## src/rtl/core/ddf_pkg.sv

```systemverilog
// ddf_pkg: shared constants, codes and fixed-point helpers for the dust
// diffusion flux pipeline. No dependencies; ddf_delay and ddf_result_if skip it.
package ddf_pkg;

  // fixed-point format: unsigned magnitudes of QW bits, FRAC_BITS fraction bits
  localparam int QW        = 31;
  localparam int FRAC_BITS = 24;

  localparam logic [QW-1:0] MAXQ   = {QW{1'b1}};
  localparam logic [63:0]   MAXQ64 = 64'(MAXQ);
  localparam logic [63:0]   ONE64  = 64'd1 << FRAC_BITS;

  // sqrt(pi/8) with 40 fraction bits, cut down to the working format
  localparam logic [63:0]   SQRT_PI_8_Q40 = 64'd689016733616;
  localparam logic [63:0]   KQ_RAW = SQRT_PI_8_Q40 >> (40 - FRAC_BITS);
  localparam logic          KQ_SAT = KQ_RAW > MAXQ64;
  localparam logic [QW-1:0] KQ     = KQ_SAT ? MAXQ : KQ_RAW[QW-1:0];

  // square root of one Q value: radicand shift kept to at most 32 bits
  localparam int QS_E  = (FRAC_BITS > 32) ? (((FRAC_BITS - 32) + 1) / 2) * 2 : 0;
  localparam int QS_SH = FRAC_BITS - QS_E;
  localparam int QS_UP = QS_E / 2;

  // latency of the shared arithmetic units, in registers
  localparam int LAT_DIV  = QW + 1;
  localparam int SQW      = 32;
  localparam int LAT_SQRT = SQW;

  // configuration port
  localparam int CFG_IDX_W  = 3;
  localparam int CFG_DATA_W = 31;

  typedef enum logic [CFG_IDX_W-1:0] {
    REG_GEOMETRY  = 3'd0,
    REG_CONST_ST  = 3'd1,
    REG_VISCOSITY = 3'd2,
    REG_STOKES    = 3'd3,
    REG_DUST_SIZE = 3'd4,
    REG_ASPECT    = 3'd5,
    REG_TIME_STEP = 3'd6,
    REG_RADIUS    = 3'd7
  } cfg_reg_t;

  typedef enum logic [1:0] {
    GEO_CARTESIAN   = 2'd0,
    GEO_RADIAL      = 2'd1,
    GEO_AZIMUTHAL   = 2'd2,
    GEO_COLATITUDE  = 2'd3
  } geo_t;

  // saturating result: magnitude plus overflow mark
  typedef struct packed {
    logic          sat;
    logic [QW-1:0] val;
  } qres_t;

  // clamp a wide magnitude to the Q range
  function automatic qres_t qclamp(logic [63:0] x);
    qres_t r;
    r.sat = x > MAXQ64;
    r.val = r.sat ? MAXQ : x[QW-1:0];
    return r;
  endfunction

  // (a * b) >> FRAC_BITS, truncated and clamped
  function automatic qres_t qmul(logic [QW-1:0] a, logic [QW-1:0] b);
    logic [63:0] p;
    p = ({{(64-QW){1'b0}}, a} * {{(64-QW){1'b0}}, b}) >> FRAC_BITS;
    return qclamp(p);
  endfunction

endpackage

```

## src/rtl/core/ddf_div.sv

```systemverilog
// ddf_div: pipelined saturating Q quotient floor(a * 2^FRAC_BITS / b),
// one quotient bit per stage. Depends on ddf_pkg.
module ddf_div #(
  parameter int BW = 31
) (
  input  logic                   clk,
  input  logic                   en,
  input  logic [ddf_pkg::QW-1:0] a,
  input  logic [BW-1:0]          b,
  output logic [ddf_pkg::QW-1:0] q,
  output logic                   ovf
);
  import ddf_pkg::*;

  localparam int NW = QW + FRAC_BITS;
  localparam int CW = (NW > BW + QW) ? NW : BW + QW;

  logic [NW-1:0] num;
  logic [CW-1:0] num_x;
  logic [CW-1:0] lim_x;
  logic          ovf0;

  logic [BW-1:0] rem_q [QW+1];
  logic [QW-1:0] lo_q  [QW+1];
  logic [QW-1:0] quo_q [QW+1];
  logic [BW-1:0] b_q   [QW+1];
  logic          ovf_q [QW+1];

  logic [BW:0]   trial  [QW];
  logic          take   [QW];
  logic [BW-1:0] rem_next [QW];
  logic [QW-1:0] quo_next [QW];

  // overflow (and zero divisor) when the quotient reaches 2^QW
  assign num   = {a, {FRAC_BITS{1'b0}}};
  assign num_x = CW'(num);
  assign lim_x = CW'({b, {QW{1'b0}}});
  assign ovf0  = num_x >= lim_x;

  // restoring step per stage
  always_comb begin
    for (int s = 0; s < QW; s++) begin
      trial[s]    = {rem_q[s], lo_q[s][QW-1]};
      take[s]     = trial[s] >= {1'b0, b_q[s]};
      rem_next[s] = take[s] ? BW'(trial[s] - {1'b0, b_q[s]}) : trial[s][BW-1:0];
      quo_next[s] = {quo_q[s][QW-2:0], take[s]};
    end
  end

  always_ff @(posedge clk) begin
    if (en) begin
      rem_q[0] <= BW'(num >> QW);
      lo_q[0]  <= num[QW-1:0];
      quo_q[0] <= '0;
      b_q[0]   <= b;
      ovf_q[0] <= ovf0;
      for (int s = 0; s < QW; s++) begin
        rem_q[s+1] <= rem_next[s];
        lo_q[s+1]  <= {lo_q[s][QW-2:0], 1'b0};
        quo_q[s+1] <= quo_next[s];
        b_q[s+1]   <= b_q[s];
        ovf_q[s+1] <= ovf_q[s];
      end
    end
  end

  assign ovf = ovf_q[QW];
  assign q   = ovf_q[QW] ? MAXQ : quo_q[QW];

endmodule

```

## config.mk

```make
export PLATFORM = sky130hd
export DESIGN_NAME = ddf_div
export DESIGN_NICKNAME = d
export VERILOG_FILES = /design/src/rtl/core/ddf_pkg.sv /design/src/rtl/core/ddf_div.sv
export SDC_FILE = /design/constraint.sdc
export NUM_CORES = 2
export LEC_CHECK = 0
export BUFFER_PORTS_ARGS = -buffer_cell sky130_fd_sc_hd__buf_4
export CORE_AREA = 4 4 522 524
export CTS_BUF_LIST = sky130_fd_sc_hd__clkbuf_16
export DETAILED_ROUTE_END_ITERATION = 8
export DIE_AREA = 0 0 526 528
export PLACE_DENSITY = 0.65
export SLEW_MARGIN = 20
export SYNTH_ARGS = -nofsm -noshare
export SYNTH_HDL_FRONTEND = slang
export SYNTH_SLANG_ARGS = --single-unit
```

## constraint.sdc

```tcl
create_clock -name clk -period 3.6 [get_ports clk]
set_input_delay 0.18 -clock clk [delete_from_list [all_inputs] [get_ports clk]]
set_output_delay 0.18 -clock clk [all_outputs]
set_load 0.01 [all_outputs]
```

==> impl_metrics.toml <==
[outcome]
outcome = "finished, violations left"
violations = "negative setup slack"

[grt]
grt_antenna_before_repair = 11
grt_max_degree = 128
grt.overflow.total = 0
grt_pass1_vias = 90452
grt_pass1_wl_um = 500000
track_usage_pct = 22.5

[finish]
fin_nets = 13515
n_fill_cell = 21519
design_area_mm2 = 0.157
fin_cells = 16204
final_layout_size_suffix_gt1_share_pct = 16.3
syn2layout_area_growth_pct = 17.6
fin_util_pct = 58.6

[yosys]
yosys-top-cells-area = "edfxtp_1 (56%), ha_1 (9.2%), inv_1 (3.5%)"
synthMostInstantiatedCell = "edfxtp_1"
synth_nets = 12465
async_flop_share_pct = 0
synth-edff-count = 2471
ys_warn_count = 0
ys_types = 91
seq_area_frac_synth_pct = 55.7
synth.avg_cell_area_um2 = 11.7
yosys-top-cells-count = "edfxtp_1 (2471), inv_1 (1225), ha_1 (978)"
synth_top_cell_by_area = "edfxtp_1"
synth.top_cell.area_share_pct = 55.7
syn_area_mm2 = 0.133
synth_seq_cells = 2471
syn-instance-count = 11393
synthFlopType = "edfxtp_1"

[placement]
place_area_mm2 = 0.144
dp_hpwl_um = 239000
place.gp.congestion = 0.940
dpl.cell_count = 15506
portBuffers = 95
post-place-ws_ps = -556

[worst_setup_path]
criticalPathCategory = "register to register"
reg2reg_from = "b_q[1][93]$_DFFE_PP_"
startpoint_type = "register"
crit_required_ps = 4210
cp-end-kind = "register"
arrival_ps = 4220
path_max_fanout = 8
critPathLaunch = "b_q[1][93]$_DFFE_PP_"

[floorplan]
ios = 96
start_util_pct = 49.8
dieHeight_um = 528
rows = 190
coreArea_mm2 = 0.267
dieArea_mm2 = 0.278
die_w_um = 526

[timing]
setup_viol = 4
slew_violations = 0
slew_headroom_pct = 24.2
timing.fmax_mhz = 277
skew_ps = 34.6
tightest_slew_ps = 1130
finalSetupTns_ps = -14.2
finalCritPeriodShare_pct = 100
min_period_ps = 3610
fin_ws_ps = -5.74
hold_viol = 0
rsz0062_at_grt = "true"

[power_and_ir_drop]
peakVddDrop_mv = 0.498
p_per_area_mw_per_mm2 = 908
leakagePower_nw = 65.3

[route]
remaining_drc_errors = 0
finalWirelength_um = 323000
vias_per_cell = 5.60
via_count = 90697
final_antenna_net_count = 0
initialDrtViolationCount = 6605
routed_wire_length_per_instance_um = 20.0
first_pass_iters = 6

[job]
maxCapViolCount = 0

[clock_tree]
cts_buffers = 279
cts_root_buffer = "clkbuf_16"
cts_tree = "done"
clk_latency_ps = 880
path_clk_slew_ps = 60
htree_levels = 5
clock_path_buffers = 4
numClockSinks = 2471

[worst_hold_path]
hp-start = "b[12]"
min_path_type = "input port to register"
final cells by class:
class                           count  area, um^2  share of cell area (%)
Inverter                         1225        4600                    2.93
Sequential cell                  2471       74200                    47.3
Clock buffer                      290        7260                    4.63
Multi-Input combinational cell   7470       55500                    35.4
Timing Repair Buffer              996        8930                    5.70
Antenna cell                        3        7.51                 0.00479
Clock inverter                    197        1830                    1.17
Tap cell                         3552        4440                    2.84
routing by layer:
layer	share of wire, %	wire length, um	GRT usage (%)
met4	4.5	14400	9.37
met5	0.0065	21	0
met1	42	135000	28.2
met2	50	161000	39.9
met3	3.9	12600	2.39
sequential cells by signal (all words and copies together) (netlist names):
signal / cells
lo_q: 28
b_q: 961
quo_q: 496
ovf_q: 32
rem_q: 954
repair_timing:
item / in CTS / in global routing
hold buffers: 104 / 0
hold endpoints to repair: 100 / 0
pin swaps: 60 / 148
setup endpoints to repair: 379 / 743
cloned: 10 / 9
buffers inserted: 27 / 65
resized for setup: 134 / 356
logic make-up after synthesis:
logic type               after synthesis  share of synthesized area (%)
XOR/XNOR                             780                           5.13
AO/OA/AOI/OAI                       2998                           14.1
buffers and inverters               1454                           4.14
multiplexers                         380                           3.20
adder cells (fa/ha/maj)             1008                           9.63
AND/OR/NAND/NOR                     2302                           8.16
flip-flops                          2471                           55.7
through the flow:
| stage | hold WS [ps] | total power, mW |
|---|---|---|
| CTS | 3.20 | 140 |
| floorplan | 279 | 89.0 |
| global placement | 367 | 108 |
| global route | 25.2 | 152 |
| finish | 49.6 | 142 |
| detailed placement | 367 | 109 |
power by group:
part	total, mW	switching [mW]	internal [mW]
combinational	66.9	35.5	31.4
clock	28.4	11.5	16.8
sequential	47.0	4.82	42.2
total	142	51.9	90.4
cells in the final DEF (no fill, tap or decap), types with 109 or more instances in the layout:
cell type | synthesis | layout
nor3_1 | 122 | 119
nand2b_1 | 112 | 112
nand3_1 | 156 | 151
edfxtp_1 | 2471 | 2471
nor2_1 | 575 | 568
mux2_2 | 363 | 320
nand4_1 | 141 | 141
buf_4 | 5 | 790
a21oi_1 | 865 | 791
ha_1 | 978 | 968
xor2_1 | 310 | 310
inv_1 | 1225 | 1250
nand2_1 | 764 | 763
o21ai_0 | 788 | 703
clkbuf_16 | 0 | 298
nor2b_1 | 113 | 109
xnor2_1 | 470 | 469
a21o_1 | 537 | 537
critical path: stages (launching register included):
cell and delay [ps]:
edfxtp_1 360, inv_2 60, fa_2 400, a21o_1 180, a21oi_2 170, nor2b_2 70
o41ai_2 220, buf_4 200, o221ai_4 110, a31oi_4 230, o31ai_4 110, a21oi_2 220
o21ai_2 110, a41oi_4 280, buf_12 170, buf_12 130, mux2_2 330
final timing paths:
path | to | slack, ps | cells after the start
hold reg to reg | quo_q[1][70]$_DFFE_PP_ | 400 | 0
setup reg to reg | rem_q[1][148]$_DFFE_PP_ | -6 | 16
hold / removal | b_q[0][12]$_DFFE_PP_ | 50 | 2
setup / recovery | rem_q[1][148]$_DFFE_PP_ | -6 | 16
No activity file was read; power rests on OpenSTA's default activity.
